### config.mk
export PLATFORM = sky130hd
export DESIGN_NAME = tree_commit_record_parser
export DESIGN_NICKNAME = d
export VERILOG_FILES = /design/src/hdl/tcrp_pkg.sv /design/src/hdl/tcrp_core.sv /design/src/hdl/tree_commit_record_parser.sv
export SDC_FILE = /design/constraint.sdc
export NUM_CORES = 1
export LEC_CHECK = 0
export ABC_CLOCK_PERIOD_IN_PS = 4040
export BUFFER_PORTS_ARGS = -buffer_cell sky130_fd_sc_hd__buf_2
export CAP_MARGIN = 20
export CELL_PAD_IN_SITES_DETAIL_PLACEMENT = 0
export CELL_PAD_IN_SITES_GLOBAL_PLACEMENT = 2
export CORE_ASPECT_RATIO = 1.4
export CORE_MARGIN = 3
export CORE_UTILIZATION = 37
export CTS_CLUSTER_SIZE = 30
export DETAILED_ROUTE_END_ITERATION = 6
export GPL_TIMING_DRIVEN = 1
export PLACE_DENSITY_LB_ADDON = 0.1
export REMOVE_ABC_BUFFERS = 1
export SLEW_MARGIN = 20
export SYNTH_ARGS = -nofsm -noshare
export SYNTH_HDL_FRONTEND = slang
export SYNTH_SLANG_ARGS = --single-unit
### constraint.sdc
create_clock -name clk -period 4.04 [get_ports clk]
set_input_delay 0.202 -clock clk [delete_from_list [all_inputs] [get_ports clk]]
set_output_delay 0.202 -clock clk [all_outputs]
set_load 0.01 [all_outputs]
### src/hdl/tcrp_pkg.sv
// Shared types and constants for the tree/commit record parser.
`timescale 1ns / 1ps

package tcrp_pkg;

  // Default width of an object id in bytes
  localparam int ID_BYTES_DEF = 32;

  // Field kind codes carried on each result item
  localparam logic [3:0] KIND_COUNT     = 4'd0;
  localparam logic [3:0] KIND_NAMELEN   = 4'd1;
  localparam logic [3:0] KIND_NAME      = 4'd2;
  localparam logic [3:0] KIND_DIRFLAG   = 4'd3;
  localparam logic [3:0] KIND_ENTRY_ID  = 4'd4;
  localparam logic [3:0] KIND_TREE_ID   = 4'd5;
  localparam logic [3:0] KIND_PCOUNT    = 4'd6;
  localparam logic [3:0] KIND_PARENT_ID = 4'd7;
  localparam logic [3:0] KIND_AUTHLEN   = 4'd8;
  localparam logic [3:0] KIND_AUTHOR    = 4'd9;
  localparam logic [3:0] KIND_MSGLEN    = 4'd10;
  localparam logic [3:0] KIND_MSG       = 4'd11;
  localparam logic [3:0] KIND_EXCESS    = 4'd12;

  // Status codes reported on the last byte
  localparam logic [1:0] ST_OK       = 2'd0;
  localparam logic [1:0] ST_TRUNC    = 2'd1;
  localparam logic [1:0] ST_TRAILING = 2'd2;

  // Format mode register values
  localparam logic MODE_TREE   = 1'b0;
  localparam logic MODE_COMMIT = 1'b1;

  // Width of the big-endian length and count fields in bytes
  localparam logic [31:0] LEN_BYTES = 32'd4;

  typedef struct packed {
    logic [7:0] data_byte;
    logic       last;
  } in_item_t;

  typedef struct packed {
    logic [7:0]  byte_out;
    logic [3:0]  field_kind;
    logic [31:0] entry_index;
    logic        done_res;
    logic [1:0]  status;
  } out_item_t;

endpackage

### src/hdl/tcrp_core.sv
// Parse state machine: tags one body byte per step and tracks record structure.
`timescale 1ns / 1ps

module tcrp_core #(
  parameter int ID_BYTES = tcrp_pkg::ID_BYTES_DEF
) (
  input  logic                clk,
  input  logic                rst_n,
  input  logic                cfg_we,
  input  logic                cfg_wdata,
  input  logic                step,
  input  tcrp_pkg::in_item_t  item,
  output tcrp_pkg::out_item_t result
);

  import tcrp_pkg::*;

  localparam logic [31:0] IdLen = 32'(ID_BYTES);

  typedef enum logic [3:0] {
    PH_COUNT   = 4'd0,
    PH_NAMELEN = 4'd1,
    PH_NAME    = 4'd2,
    PH_DIR     = 4'd3,
    PH_EID     = 4'd4,
    PH_TREEID  = 4'd5,
    PH_PCOUNT  = 4'd6,
    PH_PARENT  = 4'd7,
    PH_AUTHLEN = 4'd8,
    PH_AUTH    = 4'd9,
    PH_MSGLEN  = 4'd10,
    PH_MSG     = 4'd11,
    PH_DONE    = 4'd12,
    PH_EXCESS  = 4'd13
  } phase_t;

  phase_t      phase_r, phase_nxt;
  logic        mode_r, mode_nxt;
  logic [31:0] left_r, left_nxt;
  logic [31:0] acc_r, acc_nxt;
  logic [31:0] items_r, items_nxt;
  logic [31:0] idx_r, idx_nxt;
  logic        complete_r, complete_nxt;

  logic        do_restart;
  logic        rs_mode;
  logic        in_list;
  logic        is_len;
  logic [31:0] acc_upd;
  logic [31:0] left_dec;
  logic [31:0] items_dec;
  logic [3:0]  kind;
  logic [31:0] eidx;
  logic [1:0]  status;

  // Next-state logic for one byte, plus restart on last byte or mode write
  always_comb begin
    phase_nxt    = phase_r;
    mode_nxt     = mode_r;
    left_nxt     = left_r;
    acc_nxt      = acc_r;
    items_nxt    = items_r;
    idx_nxt      = idx_r;
    complete_nxt = complete_r;
    do_restart   = 1'b0;
    rs_mode      = mode_r;
    kind         = KIND_EXCESS;
    eidx         = '0;
    status       = ST_OK;
    in_list      = (phase_r == PH_NAMELEN) || (phase_r == PH_NAME) || (phase_r == PH_DIR) ||
                   (phase_r == PH_EID) || (phase_r == PH_PARENT);
    is_len       = (phase_r == PH_COUNT) || (phase_r == PH_NAMELEN) ||
                   (phase_r == PH_PCOUNT) || (phase_r == PH_AUTHLEN) ||
                   (phase_r == PH_MSGLEN);
    acc_upd      = is_len ? {acc_r[23:0], item.data_byte} : acc_r;
    left_dec     = (left_r == '0) ? '0 : left_r - 32'd1;
    items_dec    = items_r - 32'd1;

    // Field kind of the current byte
    unique case (phase_r)
      PH_COUNT:   kind = KIND_COUNT;
      PH_NAMELEN: kind = KIND_NAMELEN;
      PH_NAME:    kind = KIND_NAME;
      PH_DIR:     kind = KIND_DIRFLAG;
      PH_EID:     kind = KIND_ENTRY_ID;
      PH_TREEID:  kind = KIND_TREE_ID;
      PH_PCOUNT:  kind = KIND_PCOUNT;
      PH_PARENT:  kind = KIND_PARENT_ID;
      PH_AUTHLEN: kind = KIND_AUTHLEN;
      PH_AUTH:    kind = KIND_AUTHOR;
      PH_MSGLEN:  kind = KIND_MSGLEN;
      PH_MSG:     kind = KIND_MSG;
      default:    kind = KIND_EXCESS;
    endcase

    if (step) begin
      if (phase_r == PH_DONE || phase_r == PH_EXCESS) begin
        phase_nxt = PH_EXCESS;
      end else begin
        if (in_list) begin
          eidx = idx_r;
        end
        if (left_dec != '0) begin
          left_nxt = left_dec;
          acc_nxt  = acc_upd;
        end else begin
          // Field finished: pick the next field from the decoded value
          acc_nxt = '0;
          unique case (phase_r)
            PH_COUNT: begin
              items_nxt = acc_upd;
              idx_nxt   = '0;
              if (acc_upd == '0) begin
                phase_nxt = PH_DONE; left_nxt = '0; complete_nxt = 1'b1;
              end else begin
                phase_nxt = PH_NAMELEN; left_nxt = LEN_BYTES;
              end
            end
            PH_NAMELEN: begin
              if (acc_upd == '0) begin
                phase_nxt = PH_DIR; left_nxt = 32'd1;
              end else begin
                phase_nxt = PH_NAME; left_nxt = acc_upd;
              end
            end
            PH_NAME: begin
              phase_nxt = PH_DIR; left_nxt = 32'd1;
            end
            PH_DIR: begin
              phase_nxt = PH_EID; left_nxt = IdLen;
            end
            PH_EID: begin
              items_nxt = items_dec;
              idx_nxt   = idx_r + 32'd1;
              if (items_dec == '0) begin
                phase_nxt = PH_DONE; left_nxt = '0; complete_nxt = 1'b1;
              end else begin
                phase_nxt = PH_NAMELEN; left_nxt = LEN_BYTES;
              end
            end
            PH_TREEID: begin
              phase_nxt = PH_PCOUNT; left_nxt = LEN_BYTES;
            end
            PH_PCOUNT: begin
              items_nxt = acc_upd;
              idx_nxt   = '0;
              if (acc_upd == '0) begin
                phase_nxt = PH_AUTHLEN; left_nxt = LEN_BYTES;
              end else begin
                phase_nxt = PH_PARENT; left_nxt = IdLen;
              end
            end
            PH_PARENT: begin
              items_nxt = items_dec;
              idx_nxt   = idx_r + 32'd1;
              if (items_dec == '0) begin
                phase_nxt = PH_AUTHLEN; left_nxt = LEN_BYTES;
              end else begin
                phase_nxt = PH_PARENT; left_nxt = IdLen;
              end
            end
            PH_AUTHLEN: begin
              if (acc_upd == '0) begin
                phase_nxt = PH_MSGLEN; left_nxt = LEN_BYTES;
              end else begin
                phase_nxt = PH_AUTH; left_nxt = acc_upd;
              end
            end
            PH_AUTH: begin
              phase_nxt = PH_MSGLEN; left_nxt = LEN_BYTES;
            end
            PH_MSGLEN: begin
              if (acc_upd == '0) begin
                phase_nxt = PH_DONE; left_nxt = '0; complete_nxt = 1'b1;
              end else begin
                phase_nxt = PH_MSG; left_nxt = acc_upd;
              end
            end
            default: begin
              phase_nxt = PH_DONE; left_nxt = '0; complete_nxt = 1'b1;
            end
          endcase
        end
      end

      // Status on the last byte, then start over for the next body
      if (item.last) begin
        if (phase_nxt == PH_EXCESS) begin
          status = ST_TRAILING;
        end else if (complete_nxt) begin
          status = ST_OK;
        end else begin
          status = ST_TRUNC;
        end
        do_restart = 1'b1;
      end
    end

    // A mode write restarts the parse in the new format
    if (cfg_we) begin
      mode_nxt   = cfg_wdata;
      rs_mode    = cfg_wdata;
      do_restart = 1'b1;
    end

    if (do_restart) begin
      phase_nxt    = (rs_mode == MODE_COMMIT) ? PH_TREEID : PH_COUNT;
      left_nxt     = (rs_mode == MODE_COMMIT) ? IdLen : LEN_BYTES;
      acc_nxt      = '0;
      items_nxt    = '0;
      idx_nxt      = '0;
      complete_nxt = 1'b0;
    end
  end

  // Result of the current step
  always_comb begin
    result.byte_out    = item.data_byte;
    result.field_kind  = kind;
    result.entry_index = eidx;
    result.done_res    = item.last;
    result.status      = status;
  end

  // Parse state registers
  always_ff @(posedge clk) begin
    if (!rst_n) begin
      phase_r    <= PH_COUNT;
      mode_r     <= MODE_TREE;
      left_r     <= LEN_BYTES;
      acc_r      <= '0;
      items_r    <= '0;
      idx_r      <= '0;
      complete_r <= 1'b0;
    end else begin
      phase_r    <= phase_nxt;
      mode_r     <= mode_nxt;
      left_r     <= left_nxt;
      acc_r      <= acc_nxt;
      items_r    <= items_nxt;
      idx_r      <= idx_nxt;
      complete_r <= complete_nxt;
    end
  end

`ifndef SYNTHESIS
  // Structure complete only once the parse reached its end phases
  a_complete_phase: assert property (@(posedge clk) disable iff (!rst_n)
    complete_r |-> (phase_r == PH_DONE || phase_r == PH_EXCESS))
    else $error("structure complete outside end phases");

  // Every active field still has bytes to receive
  a_left_nonzero: assert property (@(posedge clk) disable iff (!rst_n)
    !(phase_r == PH_DONE || phase_r == PH_EXCESS) |-> (left_r != '0))
    else $error("active field with no bytes left");

  // Mode write restarts the parse
  a_cfg_restart: assert property (@(posedge clk) disable iff (!rst_n)
    cfg_we |=> (idx_r == '0 && !complete_r && acc_r == '0))
    else $error("mode write did not restart parse");

  // Status stays zero on results that are not the last byte
  a_status_idle: assert property (@(posedge clk) disable iff (!rst_n)
    (step && !item.last) |-> (result.status == ST_OK))
    else $error("status set on non-last byte");
`endif

endmodule

### src/hdl/tree_commit_record_parser.sv
// An item is accepted into the input register, and its result is registered in
// the result register once that register is free. Throughput: 1 item per cycle
// unless out_ready stalls the result register; every byte takes one pass through
// the phase machine, whose counters and 32-bit compares set the cycle.
// Reset (rst_n low, synchronous): both stages empty, tree format selected,
// parse at the start of a body.
`timescale 1ns / 1ps

module tree_commit_record_parser #(
  parameter int ID_BYTES = tcrp_pkg::ID_BYTES_DEF
) (
  input  logic                clk,
  input  logic                rst_n,
  input  logic                in_valid,
  output logic                in_ready,
  input  tcrp_pkg::in_item_t  in_item,
  output logic                out_valid,
  input  logic                out_ready,
  output tcrp_pkg::out_item_t out_item,
  input  logic                cfg_we,
  input  logic                cfg_wdata
);

  import tcrp_pkg::*;

  logic      s1_valid_r;
  in_item_t  s1_item_r;
  logic      out_valid_r;
  out_item_t out_item_r;
  logic      step;
  out_item_t result;

  // Item in the input register moves when the result register is free
  assign step     = s1_valid_r && (!out_valid_r || out_ready);
  assign in_ready = !s1_valid_r || step;

  tcrp_core #(
    .ID_BYTES (ID_BYTES)
  ) u_core (
    .clk       (clk),
    .rst_n     (rst_n),
    .cfg_we    (cfg_we),
    .cfg_wdata (cfg_wdata),
    .step      (step),
    .item      (s1_item_r),
    .result    (result)
  );

  // Input register
  always_ff @(posedge clk) begin
    if (!rst_n) begin
      s1_valid_r <= 1'b0;
    end else if (in_ready) begin
      s1_valid_r <= in_valid;
    end
  end

  always_ff @(posedge clk) begin
    if (in_valid && in_ready) begin
      s1_item_r <= in_item;
    end
  end

  // Result register
  always_ff @(posedge clk) begin
    if (!rst_n) begin
      out_valid_r <= 1'b0;
    end else if (step) begin
      out_valid_r <= 1'b1;
    end else if (out_ready) begin
      out_valid_r <= 1'b0;
    end
  end

  always_ff @(posedge clk) begin
    if (step) begin
      out_item_r <= result;
    end
  end

  assign out_valid = out_valid_r;
  assign out_item  = out_item_r;

endmodule
Yosys cells after proc, flatten, opt, wreduce, memory -nomap -nowiden
Memories as Yosys holds them, arrays and structs flattened. A register that Yosys moved wholly into a read port is not among the register bits.
Index checks and enable logic that the tools add are counted.
- ROM bits: 64
- output and inout bits: 49
- memories: 1
- logic and storage cells: 119
- bits of input ports: 15
- flip-flop bits (word level): 188
- memory list (memory ; depth ; bits a word ; read ports ; clocked after memory_dff ; write ports ; line ; source):
    (no name shown) ; 16 ; 4 ; 1 ; 1 ; 0 ; tcrp_core.sv:80 ; unique case (phase_r)
- multiplexer cells: 46
- reductions and logical operators: 34
- equal/unequal tests: 14
- add/subtract/negate cells: 3
- bitwise operators: 5
- operator list (operator ; count):
    32-bit 2-to-1 mux ; 10
    32-bit case mux with 10 select lines ; 1
    32-bit case mux with 2 select lines ; 2
    32-bit logical NOT ; 3
    32-bit by 1-bit subtractor with 32-bit output (second input constant) ; 2
    4-bit case mux with 11 select lines ; 1
    4-bit 2-to-1 mux ; 9
    32-bit by 1-bit adder with 32-bit output (second input constant) ; 1
    32-bit nonzero test ; 1
    4-bit == test (second input constant) ; 6
    6-bit 2-to-1 mux ; 3
    4-bit by 3-bit == test with 1-bit output (second input constant) ; 4
    2-bit OR reduction ; 7
    1-bit 2-to-1 mux ; 13
    3-bit 2-to-1 mux ; 4
    1-bit logical OR ; 11
    4-bit by 2-bit == test with 1-bit output (second input constant) ; 2
    8-bit OR reduction ; 1
    2-bit nonzero test ; 3
    1-bit inverter ; 5
    4-bit by 1-bit == test with 1-bit output (second input constant) ; 1
    4-bit logical NOT ; 1
    2-bit 2-to-1 mux ; 2
    2-bit AND reduction ; 2
    other kinds (5) ; 7

Longest topological paths before layout
- word-level depth: 14
- gate-level depth with buffers: 13
- gate-level depth less buffers: 11

Hierarchy
From an unflattened synthesis, not the netlist that was laid out.
- cell total of the unflattened synthesis: 1324
- area total of the unflattened synthesis: 11074.4 µm²
- modules (own cells, without submodules) (module ; area each (µm²) ; instances ; cells each):
    tcrp_core ; 9288.9 ; 1 ; 1259
    tree_commit_record_parser ; 1785.5 ; 1 ; 65

Least setup slack after synthesis
No wires, ideal clock.
- path kind: reg-to-reg
- from: register u_core.left_r[0]
- to: register u_core.idx_r[27]
- buffers on the path: 1
- data arrival time: 3271 ps
- stages on the path, launching flop included: 13
- clock period less this slack: 3341 ps
- library setup time: 70 ps
- slack: 699 ps
- cells stage by stage: dfxtp_1 -> inv_1 -> ha_1 -> or4b_2 -> nor2_1 -> xnor2_1 -> nand4_1 -> or4b_1 -> o31ai_2 -> nand3_2 -> buf_4 -> or4_1 -> a21oi_1
- word-level cells in the longest chain between the ends: 5
- ends and longest elaborated chain (item ; line ; source):
    start: declaration ; tcrp_core.sv:39 ; logic [31:0] left_r, left_nxt;
    start signal: assignment ; tcrp_core.sv:238 ; left_r <= left_nxt;
    32-bit by 1-bit subtractor with 32-bit output or 32-bit logical NOT (tied branches) ; tcrp_core.sv:76 ; left_dec = (left_r == '0) ? '0 : left_r - 32'd1;
    32-bit 2-to-1 mux (*) ; tcrp_core.sv:76 ;
    32-bit nonzero test (*) ; tcrp_core.sv:103 ; if (left_dec != '0) begin
    1-bit inverter (no source line) (*) ; - ;
    4-bit AND reduction (no source line) (*) ; - ;
    end signal: assignment ; tcrp_core.sv:241 ; idx_r <= idx_nxt;
    end: declaration ; tcrp_core.sv:42 ; logic [31:0] idx_r, idx_nxt;
Mark *: on every way between the ends. The rest lies on a longest branch, timed or not.
A chain may end at the register's enable or synchronous reset.

Final worst setup path
- from: register u_core.left_r[11]
- to: register u_core.idx_r[14]
Same word-level chain as after synthesis.

==> impl_metrics.py <==
metrics = {
    "worst_setup_path": {
        "crit_buf_inv": 0,
        "startpoint_type": "flip-flop",
        "r2r_start": "u_core.left_r[11]",
        "cp_data_arrival_time_ns": 4.00,
        "cp_cell_sequence": "nor3_1 -> nand4_1 -> nor4b_1 -> xor2_1 -> or4b_1 -> o31ai_2 -> nand3_4 -> or4_1 -> a21oi_1",
        "reg2reg_to": "u_core.idx_r[14]",
        "cp_top_family": "simple AND/OR/NAND/NOR gates",
        "cpPeakStageDelay_ns": 0.58,
        "r2r_slack_ns": 0.41,
        "cp_slowest_cell": "or4_1",
        "reg2reg_depth": 9,
        "path_depth": 9,
        "setup.worst_path.class": "reg -> reg",
        "endpoint_kind": "flip-flop",
        "critPathRequiredTime_ns": 4.41,
        "worst-path-max-fanout": 20,
    },
    "clocking": {
        "cts_tree": "yes",
        "clock_sinks": 192,
        "htree_levels": 4,
        "clkTransAtPathRegs_ns": 0.08,
        "cts_setup_buffers": 0,
        "numCtsBuffers": 17,
        "cts-root-buf": "clkbuf_16",
        "insertion_delay_ns": 0.44,
        "clk_path_buf_depth": 2,
    },
    "die": {
        "initial_core_util_pct": 37.8,
        "die-area_sq_um": 31200,
        "die_height_um": 208,
        "die_w_um": 150,
        "ioPinCount": 64,
        "num_rows": 73,
        "core_sq_um": 28500,
    },
    "detailed_routing": {
        "drtAntennaViolNets": 0,
        "top_layer": "met4",
        "detail_route.iter0.violations": 636,
        "m1WireLength_mm": 15.1,
        "vias_per_cell": 5.72,
        "drtPass1Iterations": 5,
        "wl_met2_mm": 18.1,
        "drt_wl_total_mm": 35.9,
        "routed-wl-met3_mm": 1.28,
        "route.detailed.drc": 0,
        "wl_per_cell_um": 20.2,
        "via_count": 10200,
    },
    "logic_synthesis": {
        "async_flop_share_pct": 0,
        "ys.flop_type": "dfxtp_1",
        "synth_top_area_share_pct": 25.3,
        "synth_edf_count": 56,
        "synth_cell_types": 82,
        "synth_commonest_cells": "153 x nand2_1, 136 x dfxtp_1, 131 x a21oi_1, 131 x nor2_1, 102 x o21ai_0",
        "yosysWarnings": 0,
        "seq_area_frac_synth_pct": 40.9,
        "synth_top_cell_by_area": "dfxtp_1",
        "yosysMostFrequentCell": "nand2_1",
        "synth_area_sq_um": 10800,
        "synth_seq_cells": 192,
        "synth_cells": 1326,
        "ys_top_cells_by_area": "dfxtp_1 25%, edfxtp_1 16%, a21oi_1 6.1%",
        "syn-mean-instance-area_sq_um": 8.12,
    },
    "timing": {
        "setup_violations": 0,
        "finalMaxSlewViolations": 0,
        "period_share_pct": 90.0,
        "timing.fmax_ghz": 0.275,
        "totalNegativeSetupSlack_ns": 0,
        "relSlewSlack_pct": 36.4,
        "hold_viol_final": 0,
        "worst_pin_slew_ns": 0.954,
        "skew_ns": 0.0142,
        "rsz0062_at_grt": "no",
        "finalCriticalPeriod_ns": 3.63,
    },
    "worst_hold_path": {
        "whs_path_depth": 3,
        "whs_endpoint": "u_core.mode_r",
        "min_path_type": "in -> reg",
        "hold_path.startpoint": "cfg_wdata",
    },
    "pwr": {
        "power_density_nw_per_um2": 389,
        "ir_worst_vdd_mv": 0.257,
        "power_w": 0.00481,
        "leakage_nw": 4.27,
    },
    "global_route": {
        "grt_pass1_vias": 9525,
        "antenna_found_initial": 0,
        "grt_first_pass_wirelength_mm": 55.4,
        "grtUsageTotal_pct": 22.7,
        "gr-total-overflow": 0,
        "grt_max_degree": 52,
    },
    "placement": {
        "io_buffer_count": 63,
        "routabilityCongestion": 0.847,
        "hpwlAfterDp_mm": 26.1,
        "placed_cell_area_sq_um": 11700,
    },
    "final_layout": {
        "multi_input_area_sq_um": 5940,
        "postLayoutCellArea_sq_um": 12400,
        "drive_gt1_share_pct": 14.8,
        "fillers": 2957,
        "finalNetCount": 1406,
        "seq_area_sq_um": 4400,
        "diodes": 0,
        "areaGrowthSynthToFinish_pct": 14.8,
    },
    "status": {
        "outcome": "complete, no violations",
    },
    "run": {
        "cap_violations": 0,
    },
}
worst max path at each step:
stage	startpoint	to	slack [ns]
after global routing	u_core.left_r[9]	u_core.idx_r[28]	0.001
after CTS	u_core.left_r[9]	u_core.idx_r[10]	0.25
final	u_core.left_r[11]	u_core.idx_r[14]	0.41
after floorplan	u_core.phase_r[0]	u_core.left_r[10]	-1.33
after detailed placement	u_core.left_r[9]	u_core.idx_r[10]	0.29
after global placement	u_core.left_r[0]	u_core.idx_r[28]	0.34
kinds of logic (layout without fill, tap and decap cells):
logic type | Yosys count | after routing | synth area share [%]
compound gates | 370 | 370 | 20.4
fa+ha+maj | 4 | 4 | 0.465
xor+xnor | 24 | 24 | 1.95
simple gates | 587 | 587 | 28.5
buf+inv | 114 | 188 | 4.36
mux | 35 | 35 | 3.38
flops | 192 | 192 | 40.9
tightest hold or removal path, stage by stage:
cell and delay, ns:
buf_2 0.10, nand2_1 0.06, a21boi_0 0.07
report_power, final:
group | switching (W) | internal (W) | total, W
combinational | 0.000651 | 0.000344 | 0.000995
clock | 0.000877 | 0.000825 | 0.00170
sequential | 0.0000696 | 0.00204 | 0.00211
total | 0.00160 | 0.00321 | 0.00481
through the flow:
stage          hold slack, ns  utilization (%)  std cells  setup slack, ns
4_1_cts                0.0167             43.3       1775            0.249
2_1_floorplan           0.301                -       1234            -1.33
6_report               0.0352             43.4       1775            0.406
5_1_grt                0.0381             43.4       1775          0.00140
3_3_place_gp            0.379             41.0       1733            0.338
3_5_place_dp            0.381             41.0       1733            0.288
area by class of cell:
cell class	count	share of cell area (%)
inverters	22	0.668
well taps	375	3.80
multi-input cells	1020	48.1
repair buffers	134	7.17
flip-flops and latches	192	35.6
clock inverters	15	1.18
clock buffers	17	3.44
flip-flops by register name, indices dropped and copies added, names as in the netlist:
register and cells:
u_core.left_r 32, out_item 47, s1_item_r 9, u_core.phase_r 4, u_core.complete_r 1, out_valid 1
u_core.idx_r 32, u_core.acc_r 32, u_core.mode_r 1, s1_valid_r 1, u_core.items_r 32
layer usage:
layer  global-route usage [%]  up-vias
met5                        0        -
met4                     9.69        0
met3                     2.97       51
met2                     38.9      225
met1                     28.4     4882
li1                         -     5003
cells in the final DEF (no fill, tap or decap), drive strengths merged, types with 5 or more instances in the layout:
cell type | Yosys | final
or4 | 25 | 25
a21oi | 131 | 131
nand2 | 154 | 154
buf | 18 | 124
o211ai | 15 | 15
nor2b | 10 | 10
a21boi | 6 | 6
inv | 20 | 28
o22ai | 5 | 5
o21a | 5 | 5
xor2 | 8 | 8
a22oi | 6 | 6
dlygate4sd3 | 0 | 10
and3 | 15 | 15
clkinv | 2 | 8
edfxtp | 56 | 56
dfxtp | 136 | 136
clkbuf | 74 | 17
o31ai | 23 | 23
and2 | 44 | 44
nand4b | 10 | 10
nand3 | 47 | 47
a31oi | 20 | 20
nand4 | 27 | 27
nor3 | 35 | 35
nor3b | 5 | 5
a211oi | 7 | 7
nor4 | 36 | 36
and4 | 5 | 5
o21ai | 120 | 120
xnor2 | 16 | 16
mux2i | 24 | 24
or3 | 21 | 21
nor2 | 132 | 132
mux2 | 11 | 11
nand2b | 8 | 8
what timing repair did:
action                     4_1_cts  5_1_grt
hold endpoints to repair        10        0
gates resized for setup          0        2
hold buffers                    10        0
setup endpoints to repair        0       23
No activity file was read; power rests on OpenSTA's default activity.
